## src/rtl/montgomery_ntt_engine_core_macros.svh

```systemverilog
// assertion macros used by the engine sequencer
`ifndef MONTGOMERY_NTT_ENGINE_CORE_MACROS_SVH
`define MONTGOMERY_NTT_ENGINE_CORE_MACROS_SVH

// property that must hold at every clock edge out of reset
`define MNTT_ASSERT(lbl, expr, msg) \
  lbl: assert property (@(posedge clk_i) disable iff (!rst_ni) (expr)) else $error(msg);

// consequent must hold in the cycle after the antecedent
`define MNTT_ASSERT_NEXT(lbl, ante, cons, msg) \
  lbl: assert property (@(posedge clk_i) disable iff (!rst_ni) (ante) |=> (cons)) \
    else $error(msg);

`endif

```

## src/rtl/mntt_pkg.sv

```systemverilog
// types, constants and helpers of the ntt engine
package mntt_pkg;

  localparam int unsigned MaxPoints = 256;
  localparam int unsigned AddrW     = $clog2(MaxPoints);
  localparam int unsigned TwAddrW   = AddrW - 1;
  localparam int unsigned LogMax    = AddrW;
  localparam int unsigned WordW     = 32;

  localparam logic [1:0] CmdWrite   = 2'd0;
  localparam logic [1:0] CmdRead    = 2'd1;
  localparam logic [1:0] CmdForward = 2'd2;
  localparam logic [1:0] CmdInverse = 2'd3;

  localparam logic [2:0] RegModulus     = 3'd0;
  localparam logic [2:0] RegNegInverse  = 3'd1;
  localparam logic [2:0] RegRSquared    = 3'd2;
  localparam logic [2:0] RegRoot        = 3'd3;
  localparam logic [2:0] RegInverseRoot = 3'd4;
  localparam logic [2:0] RegSizeInverse = 3'd5;
  localparam logic [2:0] RegLogSize     = 3'd6;

  typedef enum logic [2:0] {
    A_CDATA, A_TDATA, A_RES, A_ROOT, A_IROOT, A_SINV, A_ONE
  } a_sel_e;

  typedef enum logic [2:0] {
    B_R2, B_WM, B_SM, B_ONE, B_CDATA
  } b_sel_e;

  typedef enum logic [2:0] {
    WS_VALUE, WS_RES, WS_SUM, WS_DIFF, WS_CDATA, WS_U
  } wsel_e;

  typedef struct packed {
    logic [WordW-1:0] modulus;
    logic [WordW-1:0] neg_inverse;
    logic [WordW-1:0] r_squared;
    logic [WordW-1:0] root;
    logic [WordW-1:0] inverse_root;
    logic [WordW-1:0] size_inverse;
    logic [3:0]       log_size;
  } cfg_t;

  typedef struct packed {
    logic [AddrW-1:0]   c_raddr;
    logic               c_we;
    logic [AddrW-1:0]   c_waddr;
    wsel_e              c_wsel;
    logic [TwAddrW-1:0] t_raddr;
    logic               t_we;
    logic [TwAddrW-1:0] t_waddr;
    logic               r_start;
    a_sel_e             a_sel;
    b_sel_e             b_sel;
    logic               ld_u;
    logic               ld_wm;
    logic               ld_sm;
    logic               out_ld;
    logic               out_cdata;
    logic               out_st;
  } cmd_t;

  typedef struct packed {
    logic done;
    logic busy;
  } stat_t;

  // log size saturated to the supported range
  function automatic logic [3:0] eff_log(input logic [3:0] ls);
    logic [3:0] l;
    l = ls;
    if (l < 4'd1) l = 4'd1;
    if (l > 4'(LogMax)) l = 4'(LogMax);
    return l;
  endfunction

endpackage

```

## src/rtl/mntt_ctrl.sv

```systemverilog
// sequencer for requests and the transform passes
`include "montgomery_ntt_engine_core_macros.svh"

module mntt_ctrl (
  input  logic            clk_i,
  input  logic            rst_ni,
  input  logic            req_valid_i,
  input  logic [1:0]      req_command_i,
  input  logic [7:0]      req_index_i,
  output logic            req_ready_o,
  output logic            rsp_valid_o,
  input  logic            rsp_ready_i,
  input  logic [3:0]      log_size_i,
  input  mntt_pkg::stat_t stat_i,
  output mntt_pkg::cmd_t  cmd_o
);

  typedef enum logic [27:0] {
    S_IDLE   = 28'h0000001, S_RD     = 28'h0000002,
    S_WM_GO  = 28'h0000004, S_WM_W   = 28'h0000008,
    S_SM_GO  = 28'h0000010, S_SM_W   = 28'h0000020,
    S_TW0_GO = 28'h0000040, S_TW0_W  = 28'h0000080,
    S_TWI_GO = 28'h0000100, S_TWI_W  = 28'h0000200,
    S_EN_RD  = 28'h0000400, S_EN_GO  = 28'h0000800,
    S_EN_W   = 28'h0001000, S_RV_CHK = 28'h0002000,
    S_RV_LD  = 28'h0004000, S_RV_WA  = 28'h0008000,
    S_RV_WB  = 28'h0010000, S_BF_RD  = 28'h0020000,
    S_BF_LD  = 28'h0040000, S_BF_GO  = 28'h0080000,
    S_BF_W   = 28'h0100000, S_BF_WB  = 28'h0200000,
    S_EX_RD  = 28'h0400000, S_EX_GO  = 28'h0800000,
    S_EX_W   = 28'h1000000, S_EX2_GO = 28'h2000000,
    S_EX2_W  = 28'h4000000, S_DONE   = 28'h8000000
  } state_e;

  state_e      state_q, state_d;
  logic [8:0]  i_q, i_d;
  logic [2:0]  s_q, s_d;
  logic [6:0]  b_q, b_d;
  logic        inv_q, inv_d;
  logic        out_valid_q, out_valid_d;

  logic [3:0]  lg;
  logic [8:0]  n;
  logic [7:0]  half_n;
  logic        acc, in_range, i_last, b_last;
  logic [7:0]  rev8, rev, bx, mask, top, bot;
  logic [6:0]  twidx;
  logic [3:0]  twsh;

  assign lg       = mntt_pkg::eff_log(log_size_i);
  assign n        = 9'd1 << lg;
  assign half_n   = n[8:1];
  assign acc      = req_valid_i && req_ready_o;
  assign in_range = {1'b0, req_index_i} < n;
  assign i_last   = i_q == 9'(n - 9'd1);
  assign b_last   = b_q == 7'(half_n - 8'd1);

  // bit reverse of the counter within lg bits
  always_comb begin
    for (int k = 0; k < 8; k++) begin
      rev8[k] = i_q[7-k];
    end
  end
  assign rev = rev8 >> (4'(mntt_pkg::LogMax) - lg);

  // butterfly addressing for stage s, butterfly b
  assign bx    = {1'b0, b_q};
  assign mask  = (8'd1 << s_q) - 8'd1;
  assign top   = ((bx >> s_q) << (s_q + 3'd1)) | (bx & mask);
  assign bot   = top | (8'd1 << s_q);
  assign twsh  = 4'(lg - 4'd1 - {1'b0, s_q});
  assign twidx = 7'((bx & mask) << twsh);

  assign req_ready_o = (state_q == S_IDLE) && (!out_valid_q || rsp_ready_i);
  assign rsp_valid_o = out_valid_q;

  always_comb begin
    state_d = state_q;
    i_d     = i_q;
    s_d     = s_q;
    b_d     = b_q;
    inv_d   = inv_q;

    cmd_o           = '0;
    cmd_o.c_raddr   = i_q[7:0];
    cmd_o.c_waddr   = i_q[7:0];
    cmd_o.c_wsel    = mntt_pkg::WS_RES;
    cmd_o.t_raddr   = twidx;
    cmd_o.t_waddr   = i_q[6:0];
    cmd_o.a_sel     = mntt_pkg::A_CDATA;
    cmd_o.b_sel     = mntt_pkg::B_R2;

    unique case (state_q)
      S_IDLE: begin
        cmd_o.c_raddr = req_index_i;
        cmd_o.c_waddr = req_index_i;
        cmd_o.c_wsel  = mntt_pkg::WS_VALUE;
        if (acc) begin
          unique case (req_command_i)
            mntt_pkg::CmdWrite: begin
              cmd_o.c_we   = in_range;
              cmd_o.out_ld = 1'b1;
              cmd_o.out_st = !in_range;
            end
            mntt_pkg::CmdRead: begin
              if (in_range) begin
                state_d = S_RD;
              end else begin
                cmd_o.out_ld = 1'b1;
                cmd_o.out_st = 1'b1;
              end
            end
            default: begin
              inv_d   = req_command_i == mntt_pkg::CmdInverse;
              state_d = S_WM_GO;
            end
          endcase
        end
      end
      S_RD: begin
        cmd_o.out_ld    = 1'b1;
        cmd_o.out_cdata = 1'b1;
        state_d         = S_IDLE;
      end
      S_WM_GO: begin
        cmd_o.r_start = 1'b1;
        cmd_o.a_sel   = inv_q ? mntt_pkg::A_IROOT : mntt_pkg::A_ROOT;
        state_d       = S_WM_W;
      end
      S_WM_W: begin
        if (stat_i.done) begin
          cmd_o.ld_wm = 1'b1;
          state_d     = S_SM_GO;
        end
      end
      S_SM_GO: begin
        cmd_o.r_start = 1'b1;
        cmd_o.a_sel   = mntt_pkg::A_SINV;
        state_d       = S_SM_W;
      end
      S_SM_W: begin
        if (stat_i.done) begin
          cmd_o.ld_sm = 1'b1;
          state_d     = S_TW0_GO;
        end
      end
      S_TW0_GO: begin
        cmd_o.r_start = 1'b1;
        cmd_o.a_sel   = mntt_pkg::A_ONE;
        state_d       = S_TW0_W;
      end
      S_TW0_W: begin
        cmd_o.t_waddr = '0;
        if (stat_i.done) begin
          cmd_o.t_we = 1'b1;
          if (half_n == 8'd1) begin
            i_d     = '0;
            state_d = S_EN_RD;
          end else begin
            i_d     = 9'd1;
            state_d = S_TWI_GO;
          end
        end
      end
      S_TWI_GO: begin
        cmd_o.r_start = 1'b1;
        cmd_o.a_sel   = mntt_pkg::A_RES;
        cmd_o.b_sel   = mntt_pkg::B_WM;
        state_d       = S_TWI_W;
      end
      S_TWI_W: begin
        if (stat_i.done) begin
          cmd_o.t_we = 1'b1;
          if (i_q == {1'b0, 8'(half_n - 8'd1)}) begin
            i_d     = '0;
            state_d = S_EN_RD;
          end else begin
            i_d     = i_q + 9'd1;
            state_d = S_TWI_GO;
          end
        end
      end
      S_EN_RD: state_d = S_EN_GO;
      S_EN_GO: begin
        cmd_o.r_start = 1'b1;
        state_d       = S_EN_W;
      end
      S_EN_W: begin
        if (stat_i.done) begin
          cmd_o.c_we = 1'b1;
          if (i_last) begin
            i_d     = '0;
            state_d = S_RV_CHK;
          end else begin
            i_d     = i_q + 9'd1;
            state_d = S_EN_RD;
          end
        end
      end
      S_RV_CHK: begin
        if (i_q[7:0] < rev) begin
          state_d = S_RV_LD;
        end else if (i_last) begin
          s_d     = '0;
          b_d     = '0;
          state_d = S_BF_RD;
        end else begin
          i_d = i_q + 9'd1;
        end
      end
      S_RV_LD: begin
        cmd_o.ld_u    = 1'b1;
        cmd_o.c_raddr = rev;
        state_d       = S_RV_WA;
      end
      S_RV_WA: begin
        cmd_o.c_we   = 1'b1;
        cmd_o.c_wsel = mntt_pkg::WS_CDATA;
        state_d      = S_RV_WB;
      end
      S_RV_WB: begin
        cmd_o.c_we    = 1'b1;
        cmd_o.c_waddr = rev;
        cmd_o.c_wsel  = mntt_pkg::WS_U;
        if (i_last) begin
          s_d     = '0;
          b_d     = '0;
          state_d = S_BF_RD;
        end else begin
          i_d     = i_q + 9'd1;
          state_d = S_RV_CHK;
        end
      end
      S_BF_RD: begin
        cmd_o.c_raddr = top;
        state_d       = S_BF_LD;
      end
      S_BF_LD: begin
        cmd_o.ld_u    = 1'b1;
        cmd_o.c_raddr = bot;
        state_d       = S_BF_GO;
      end
      S_BF_GO: begin
        cmd_o.c_raddr = bot;
        cmd_o.r_start = 1'b1;
        cmd_o.a_sel   = mntt_pkg::A_TDATA;
        cmd_o.b_sel   = mntt_pkg::B_CDATA;
        state_d       = S_BF_W;
      end
      S_BF_W: begin
        cmd_o.c_waddr = top;
        cmd_o.c_wsel  = mntt_pkg::WS_SUM;
        if (stat_i.done) begin
          cmd_o.c_we = 1'b1;
          state_d    = S_BF_WB;
        end
      end
      S_BF_WB: begin
        cmd_o.c_we    = 1'b1;
        cmd_o.c_waddr = bot;
        cmd_o.c_wsel  = mntt_pkg::WS_DIFF;
        if (b_last) begin
          b_d = '0;
          if ({1'b0, s_q} == 4'(lg - 4'd1)) begin
            i_d     = '0;
            state_d = S_EX_RD;
          end else begin
            s_d     = s_q + 3'd1;
            state_d = S_BF_RD;
          end
        end else begin
          b_d     = b_q + 7'd1;
          state_d = S_BF_RD;
        end
      end
      S_EX_RD: state_d = S_EX_GO;
      S_EX_GO: begin
        cmd_o.r_start = 1'b1;
        cmd_o.b_sel   = inv_q ? mntt_pkg::B_SM : mntt_pkg::B_ONE;
        state_d       = S_EX_W;
      end
      S_EX_W, S_EX2_W: begin
        if (stat_i.done) begin
          if (inv_q && state_q == S_EX_W) begin
            state_d = S_EX2_GO;
          end else begin
            cmd_o.c_we = 1'b1;
            if (i_last) begin
              state_d = S_DONE;
            end else begin
              i_d     = i_q + 9'd1;
              state_d = S_EX_RD;
            end
          end
        end
      end
      S_EX2_GO: begin
        cmd_o.r_start = 1'b1;
        cmd_o.a_sel   = mntt_pkg::A_RES;
        cmd_o.b_sel   = mntt_pkg::B_ONE;
        state_d       = S_EX2_W;
      end
      S_DONE: begin
        cmd_o.out_ld = 1'b1;
        state_d      = S_IDLE;
      end
      default: state_d = S_IDLE;
    endcase
  end

  always_comb begin
    out_valid_d = out_valid_q;
    if (out_valid_q && rsp_ready_i) out_valid_d = 1'b0;
    if (cmd_o.out_ld) out_valid_d = 1'b1;
  end

  always_ff @(posedge clk_i or negedge rst_ni) begin
    if (!rst_ni) begin
      state_q     <= S_IDLE;
      i_q         <= '0;
      s_q         <= '0;
      b_q         <= '0;
      inv_q       <= 1'b0;
      out_valid_q <= 1'b0;
    end else begin
      state_q     <= state_d;
      i_q         <= i_d;
      s_q         <= s_d;
      b_q         <= b_d;
      inv_q       <= inv_d;
      out_valid_q <= out_valid_d;
    end
  end

  `MNTT_ASSERT(a_start_free, !(cmd_o.r_start && stat_i.busy), "reduce unit restarted while busy")
  `MNTT_ASSERT(a_wr_in_range, !cmd_o.c_we || ({1'b0, cmd_o.c_waddr} < n), "store write past size")
  `MNTT_ASSERT_NEXT(a_rd_result, acc && (req_command_i == mntt_pkg::CmdRead) && in_range, cmd_o.out_ld && cmd_o.out_cdata, "read request gave no result")

endmodule

```

## config.mk

```make
export PLATFORM = sky130hd
export DESIGN_NAME = mntt_ctrl
export DESIGN_NICKNAME = d
export VERILOG_FILES = /design/src/rtl/mntt_pkg.sv /design/src/rtl/mntt_ctrl.sv
export VERILOG_INCLUDE_DIRS = /design/src /design/src/rtl
export SDC_FILE = /design/constraint.sdc
export NUM_CORES = 1
export LEC_CHECK = 0
export BUFFER_PORTS_ARGS = -buffer_cell sky130_fd_sc_hd__buf_2
export CAP_MARGIN = 20
export CORE_UTILIZATION = 47
export DETAILED_ROUTE_END_ITERATION = 8
export PLACE_DENSITY_LB_ADDON = 0.08
export SETUP_SLACK_MARGIN = 0.5
export SLEW_MARGIN = 20
export SYNTH_ARGS = -nofsm -noshare
export SYNTH_HDL_FRONTEND = slang
export SYNTH_SLANG_ARGS = --single-unit
```

## constraint.sdc

```tcl
create_clock -name clk_i -period 3.2 [get_ports clk_i]
set_input_delay 0.16 -clock clk_i [delete_from_list [all_inputs] [get_ports clk_i]]
set_output_delay 0.16 -clock clk_i [all_outputs]
set_load 0.05 [all_outputs]
```

== Word-level counts from Yosys, hierarchy flattened ==
Cells that the tools add are included.

* Equality and inequality tests: 51
* Shift-type cells: 6
* Bitwise gates (word level): 4
* Reduce and logical (&&, ||, !) cells: 26
* Multiplexer cells: 74
* Order comparisons: 4
* $add $sub $neg: 9

{| class="wikitable"
|+ Operators with widths
! operator !! count
|-
| $pmux 28 s25 || 1
|-
| $mux 28 || 14
|-
| $mux 9 || 11
|-
| $pmux 8 s4 || 2
|-
| $pmux 9 s7 || 1
|-
| $pmux 28 s2 || 1
|-
| $pmux 3 s5 || 2
|-
| $eq 28x1->1 const B || 1
|-
| $eq 28x10->1 const B || 1
|-
| $eq 28x11->1 const B || 1
|-
| $eq 28x12->1 const B || 1
|-
| $eq 28x13->1 const B || 1
|-
| $eq 28x14->1 const B || 1
|-
| $eq 28x15->1 const B || 1
|-
| $eq 28x16->1 const B || 1
|-
| $eq 28x17->1 const B || 1
|-
| $eq 28x18->1 const B || 1
|-
| $eq 28x19->1 const B || 1
|-
| $eq 28x2->1 const B || 1
|-
| $eq 28x20->1 const B || 1
|-
| $eq 28x21->1 const B || 1
|-
| $eq 28x22->1 const B || 1
|-
| $eq 28x23->1 const B || 1
|-
| $eq 28x24->1 const B || 1
|-
| other kinds (69) || 125
|}

* Bits of input ports: 20
* Word-level logic and storage cells: 180
* Output and inout bits: 50
* Register bits: 49

== Longest topological paths before layout ==
Gate-level depths: netlist of the first run.

* Depth in word-level cells: 11
* Gate-level depth with buffers: 19
* Depth with buffers taken out: 15

== Worst setup path after synthesis of the first run ==
Ideal clock, no wire load.

* Path type: input -> register
* From: in log_size_i[2]
* To: reg i_q[0]
* Path slack: -0.982 ns
* Cell stages on the path: 18
* Arrival time: 4.057 ns
* Library setup time: 0.125 ns
* Cells stage by stage: buf_4 o21ba_4 or2_2 buf_6 ha_1 ha_1 clkbuf_1 mux4_2 a22oi_1 ha_1 a211o_1 o22ai_1 o211ai_1 o21ai_1 a2111oi_4 and2_1 buf_6 mux2_4

* Longest elaborated chain between the ends: 11

{| class="wikitable"
|+ Ends and longest elaborated chain
! element !! RTL line !! text
|-
| start: declaration || mntt_ctrl.sv:13 || <nowiki>input logic [3:0] log_size_i,</nowiki>
|-
| $lt 4x1->1 || mntt_pkg.sv:73 || <nowiki>if (l < 4'd1) l = 4'd1;</nowiki>
|-
| $mux 4 (*) || mntt_pkg.sv:73 ||
|-
| $gt 4x4->1 || mntt_pkg.sv:74 || <nowiki>if (l > 4'(LogMax)) l = 4'(LogMax);</nowiki>
|-
| $mux 4 (*) || mntt_pkg.sv:74 ||
|-
| parallel branches: the longest is 7 deep, another holds $lt 8x8->1 || n/a ||
|-
| end signal: assignment || mntt_ctrl.sv:327 || <nowiki>i_q <= i_d;</nowiki>
|-
| end: declaration || mntt_ctrl.sv:36 || <nowiki>logic [8:0] i_q, i_d;</nowiki>
|}

Every way passes the cells marked *. The select of a mux whose other input is x is not followed.
A chain may end at the register's enable or synchronous reset.

==> results.txt, run 1 <==
Setup Skew: 0.00943 ns
f_max: 0.303 GHz
Routed WL per cell: 22.5 um
met2 wire len: 13.0 mm
CP arrival: 3.14 ns
CP Buf/Inv Count: 6
initial antenna violation count: 0
via count: 7947
vias in the first global route: 7651
Initial Utilization: 48.2%
Congestion Overflow GR: 0
critical path endpoint category: output pin
H-tree levels: 2
Switching Share: 48.2%
Netlist Area Pre-Place: 0.00608 mm2
met1 WL: 10.4 mm
WL final: 27.6 mm
Slew Limit Fails: 0
first-pass GRT wire length: 40.8 mm
Clock Power Share: 13.8%
total CTS buffers: 5
GRT Util Overall: 40.0%
clock latency on the worst-skew pair: 0.31 ns
Max Cap Viol: 0
Gate power share: 71.1%
Crit path max-delay family: simple AND/OR/NAND/NOR gates
Crit-path slowest cell: dfrtp_2
RSZ-0062 raised after global routing: true
Setup Crit Path Kind: flip-flop to output pin
Final Worst Setup Slack: -0.0960 ns
Worst setup SP type: flip-flop
Syn Inst Count: 793
Slew HR: 55.9%
drt first pass iters: 7
Die W: 116 um
clock buffer depth: 2
Final Cycle Share: 103%
Req. time, crit path: 3.04 ns
# IOs: 70
DR iter-0 viols: 933
area added between synthesis and finish: 65.1%
number of nets in the layout: 1114
pwr/cell area: 468 mW/mm2
Finished Layout Cells: 1229
vias per cell: 6.47
r2r setup slk: -0.09 ns
Hold Crit Class: primary input to flip-flop
share of post-route cells with drive strength above 1: 51.3%
HPWL Detailed: 18.3 mm
Met3 Wirelength: 2.75 mm
setup_tns: -0.908 ns
peak supply drop: 0.274 mV
Synth Flop Type: dfrtp_1
CP max FO: 5
number of remaining DRC errors: 0
synthesized flop and latch total: 49
failing checks: negative setup slack
Internal: 2.44 mW
pin count of the biggest net entering global routing: 30
final RePlAce weighted congestion: 0.991
post-synth net total: 851
clock tree from TritonCTS: done
n_diodes: 0
crit path time final: 3.30 ns
Critical Path Max Stage Delay: 0.49 ns
Leak: 4.62 nW
worst-margin pin slew: 0.651 ns
Die H: 116 um
Most common cell on crit path: buf_4
final hold violations: 0
status: finished with violations
CTS sink cnt: 49
clock slew at reported path FFs: 0.08 ns
Root Buffer Master: clkbuf_16
most frequent cells in the layout: 190 x buf_4, 61 x buf_6, 60 x nor2_1, 45 x nand2_1, 40 x dfrtp_1
antenna-violating nets left: 0
Max Used Layer: met4
Cell Chain, Critical Path: nor4_4 > buf_4 > buf_4 > nand2b_1 > nor4_2 > buf_4 > buf_12 > buf_6 > nand3_2 > a21oi_2 > a211o_2 > buf_8
Synth Area per Inst: 7.67 um2
number of distinct library cells after synthesis: 87
placed insts: 1128
num rows: 41
Seq pwr share: 15.1%
number of synthesis warnings: 0
Post-synth EDFFs: 0
sequential fraction of the synthesis area: 20.2%
ys async rst share: 100%
Final setup viols: 17
placeable core area: 0.0126 mm2
P_sw: 2.26 mW
PortBufs: 68
commonest non-fill, non-tap cell in the layout: buf_4
Die Area: 0.0134 mm2
==> stage by stage <==
stage / setup slack (ns) / hold slack, ns / area [um2] / util [%] / power, mW
after floorplan: -0.659 / -0.136 / 6520 / - / 2.39
after global placement: -0.492 / 0.150 / 7820 / 62.0 / 2.93
after detailed placement: -0.574 / 0.156 / 7820 / 62.0 / 2.96
after CTS: -0.0208 / 0.0848 / 9730 / 77.1 / 4.44
after global routing: -0.449 / 0.120 / 10000 / 79.6 / 4.85
final: -0.0960 / 0.122 / 10000 / 79.6 / 4.70
==> cell families (layout without fill, tap and decap cells) <==
| kind of cell | after synthesis | count (layout) | share of synthesized area (%) |
|---|---|---|---|
| AO/OA/AOI/OAI | 225 | 227 | 25.6 |
| XOR/XNOR | 28 | 28 | 4.03 |
| adder cells (fa/ha/maj) | 38 | 38 | 7.94 |
| buffers and inverters | 90 | 352 | 6.27 |
| flip-flops | 49 | 49 | 20.2 |
| multiplexers | 23 | 23 | 4.88 |
| AND/OR/NAND/NOR | 340 | 340 | 31.1 |
==> synth_stat cells, drive strengths merged (18+ instances only) <==
| library cell | instances | area, um2 |
|---|---|---|
| nand2b | 21 | 131 |
| nand3 | 32 | 165 |
| a21oi | 37 | 185 |
| nor4 | 20 | 189 |
| nor3 | 35 | 185 |
| nand2 | 60 | 225 |
| nor2 | 68 | 258 |
| ha | 37 | 463 |
| o21ai | 69 | 345 |
| clkbuf | 31 | 116 |
| xnor2 | 18 | 158 |
| dfrtp | 48 | 1200 |
| inv | 45 | 171 |
==> final timing paths <==
kind	from	endpoint	cells after the start
setup / recovery	state_q[19]$_DFFE_PN0P_	cmd_o[36]	12
hold / removal	req_command_i[1]	state_q[1]$_DFFE_PN0P_	2
setup reg to reg	state_q[19]$_DFFE_PN0P_	i_q[2]$_DFFE_PN0P_	13
hold reg to reg	rsp_valid_o$_DFFE_PN0P_	rsp_valid_o$_DFFE_PN0P_	2
max in group asynchronous	rst_ni	s_q[0]$_DFFE_PN0P_	3
min in group asynchronous	rst_ni	inv_q$_DFFE_PN0P_	2
==> power groups by stage <==
stage	logic (mW)	clock network, mW	registers (mW)
CTS	3.09	0.646	0.702
floorplan	1.67	0	0.716
global placement	2.22	0	0.711
global route	3.47	0.669	0.712
detailed placement	2.25	0	0.713
finish	3.34	0.649	0.710
==> routing by layer <==
layer	up-vias	global-route usage, %
met2	524	66.2
met3	148	8.94
met4	0	20.5
met1	3780	48.9
li1	3495	-
met5	-	0
==> cell type report <==
class / instances / area [um2]
Clock buffer: 5 / 125
Clock inverter: 3 / 47.5
Fill cell: 817 / 2580
Inverter: 46 / 190
Multi-Input combinational cell: 656 / 5650
Sequential cell: 49 / 1240
Tap cell: 172 / 215
Timing Repair Buffer: 298 / 2580
==> flip-flops by register name, summed over array words and instances (netlist names) <==
signal and flops:
state_q 28, rsp_valid_o 1, i_q 9, s_q 3
b_q 7, inv_q 1
==> repair_timing <==
item	CTS	global route
hold buffers	1	0
pin swaps	88	17
gates cloned	4	0
resized for setup	283	44
hold endpoints to repair	20	0
setup buffers	76	12
setup endpoints to repair	77	77
==> worst register-to-register path, cell delays in order (launching register included) <==
cell	delay [ns]
dfrtp_2	0.49
nor4_4	0.45
buf_4	0.19
buf_4	0.11
nand2b_1	0.16
nor4_2	0.37
buf_4	0.24
buf_12	0.13
buf_4	0.11
o41a_1	0.24
a2111oi_4	0.10
and2_4	0.18
buf_4	0.16
a41o_1	0.25
No activity file was read; power rests on OpenSTA's default activity.
==> inputs of run 2 (changes only) <==
--- a/config.mk
+++ b/config.mk
@@ -8,7 +8,9 @@
 export LEC_CHECK = 0
 export BUFFER_PORTS_ARGS = -buffer_cell sky130_fd_sc_hd__buf_2
 export CAP_MARGIN = 20
-export CORE_UTILIZATION = 47
+export CELL_PAD_IN_SITES_DETAIL_PLACEMENT = 1
+export CELL_PAD_IN_SITES_GLOBAL_PLACEMENT = 1
+export CORE_UTILIZATION = 40
 export DETAILED_ROUTE_END_ITERATION = 8
 export PLACE_DENSITY_LB_ADDON = 0.08
 export SETUP_SLACK_MARGIN = 0.5
==> run 2 against run 1 <==
Clock power is 3% higher. Total power is 15% higher. The flow finishes with violations (design-rule violations, negative setup slack). Combinational power is 20% higher. Non-clock buffer count is 36 higher. Largest cell class unchanged. Sequential share of layout area is 0.67 points lower. Die area is 17% higher. First-iteration DRC count is 63% higher. Global-route usage is 5.8 points higher. Sequential power is 0.8% higher.
==> results.txt, run 2 (synthesis results as in run 1) <==
CP arrival: 3.96 ns
Setup Crit Path Kind: primary input to flip-flop
f_max: 0.266 GHz
antenna-violating nets left: 0
Final Cycle Share: 117%
Die W: 125 um
initial antenna violation count: 3
CTS sink cnt: 49
Final setup viols: 64
area added between synthesis and finish: 74.6%
Die H: 125 um
DR iter-0 viols: 1517
via count: 9703
Hold Path Cell Cnt: 2
Root Buffer Master: clkbuf_16
WL final: 46.7 mm
Critical R2R Launch: i_q[3]$_DFFE_PN0P_
peak supply drop: 0.406 mV
placed insts: 1152
commonest non-fill, non-tap cell in the layout: buf_4
Setup Skew: 0.0326 ns
Congestion Overflow GR: 0
Hold Crit Start: req_command_i[1]
Fill cells: 1573
RSZ-0062 raised after global routing: true
Req. time, crit path: 3.41 ns
clock tree from TritonCTS: done
clock buffer depth: 2
max FFs per register: 28
Initial Utilization: 41.4%
Routed WL per cell: 36.6 um
failing checks: design-rule violations, negative setup slack
r2r setup slk: -0.53 ns
vias in the first global route: 8987
worst slack at placement: -0.582 ns
first-pass GRT wire length: 54.8 mm
number of remaining DRC errors: 6
worst-margin pin slew: 0.970 ns
number of nets in the layout: 1150
Die Area: 0.0157 mm2
crit path time final: 3.75 ns
Biggest register: state_q
Reg-to-Reg End: state_q[5]$_DFFE_PN0P_
Final Worst Setup Slack: -0.553 ns
critical path endpoint category: flip-flop
top flop regs: state_q (28), i_q (9), b_q (7)
num rows: 44
share of post-route cells with drive strength above 1: 54.8%
status: finished with violations
# IOs: 70
H-tree levels: 2
clock slew at reported path FFs: 0.09 ns
Finished Layout Cells: 1277
Reg2Reg Depth: 14
Hold Crit Class: primary input to flip-flop
drt first pass iters: 8
PortBufs: 68
Slew Limit Fails: 0
HPWL Detailed: 21.5 mm
vias per cell: 7.60
Leak: 4.83 nW
Max Cap Viol: 0
Worst setup SP type: primary input
most frequent cells in the layout: 205 x buf_4, 81 x buf_6, 52 x nor2_1, 46 x nand2_1, 40 x dfrtp_1
Min Hold Slack: 0.0876 ns
total CTS buffers: 5
final RePlAce weighted congestion: 0.918
final hold violations: 0
GRT Util Overall: 45.8%
Slew HR: 35.4%
Hold Path Sink: state_q[1]$_DFFE_PN0P_
pwr/cell area: 508 mW/mm2
CP max FO: 6
pin count of the biggest net entering global routing: 34
n_diodes: 0
clock latency on the worst-skew pair: 0.34 ns
placeable core area: 0.0147 mm2
## run 2: cell count changes in the layout (fill, tap and decap cells not counted), moves of 6 or more
| cell | previous run | this run |
|---|---|---|
| buf_6 | 61 | 81 |
| buf_4 | 190 | 205 |
| nor2_1 | 60 | 52 |
| o21ai_0 | 34 | 27 |
| nand2_2 | 10 | 4 |
| nor2_4 | 2 | 8 |
## run 2: through the flow
step	area, um2	total power, mW	util, %	setup TNS [ns]
2_1_floorplan	6520	2.39	-	-9.73
3_3_place_gp	7940	3.02	54.0	-10.09
3_5_place_dp	7940	3.07	54.0	-13.94
4_1_cts	9890	4.54	67.3	-0.00430
5_1_grt	10600	5.44	72.3	-25.39
6_report	10600	5.39	72.3	-19.16
## run 2: where the power goes
part           total [mW]  internal [mW]  switching [mW]
combinational        4.01           1.65            2.36
sequential          0.716          0.653          0.0631
clock               0.666          0.320           0.346
total                5.39           2.62            2.77
## run 2: timing repair
item / in CTS / in global routing
setup endpoints to repair: 77 / 79
setup buffers: 73 / 40
hold buffers: 1 / 0
pin swaps: 73 / 39
resized for setup: 312 / 101
cloned: 3 / 0
hold endpoints to repair: 32 / 0
## run 2: critical path, stage by stage
cell	delay, ns
buf_6	0.10
o21ba_4	0.21
or2_4	0.28
ha_4	0.19
ha_4	0.34
mux4_2	0.35
a22oi_2	0.28
ha_4	0.21
a211o_1	0.23
o22ai_2	0.15
o211ai_1	0.40
o21ai_2	0.15
a2111oi_4	0.28
buf_4	0.22
o221ai_2	0.12
a41o_1	0.26
## run 2: area by class of cell
type	instances	area, um2	area share, %
sequential	49	1240	11.7
clock inverter	2	17.5	0.165
clock buffer	6	139	1.31
timing repair buffer	334	2920	27.5
multi-input combinational	656	5880	55.3
tap	184	230	2.17
inverter	46	195	1.84
## run 2: layer usage
layer	wire, um	global-route usage [%]	part of all wire, %	up-vias
met1	15500	54.7	33	4552
met4	5180	26.6	11	2
li1	-	-	-	3572
met3	6330	11.6	14	464
met5	41	0	0.088	-
met2	19700	74.8	42	1113
## run 2: how the worst max path moves through the flow
stage / endpoint / slack [ns] / startpoint / depth (start not counted)
after floorplan: i_q[0]$_DFFE_PN0P_ / -0.66 / log_size_i[2] / 18
after global placement: i_q[8]$_DFFE_PN0P_ / -0.51 / log_size_i[1] / 15
after detailed placement: i_q[0]$_DFFE_PN0P_ / -0.58 / log_size_i[1] / 15
after CTS: i_q[3]$_DFFE_PN0P_ / -0.004 / log_size_i[2] / 16
after global routing: state_q[17]$_DFFE_PN0P_ / -0.72 / log_size_i[2] / 16
final: i_q[2]$_DFFE_PN0P_ / -0.55 / log_size_i[2] / 16
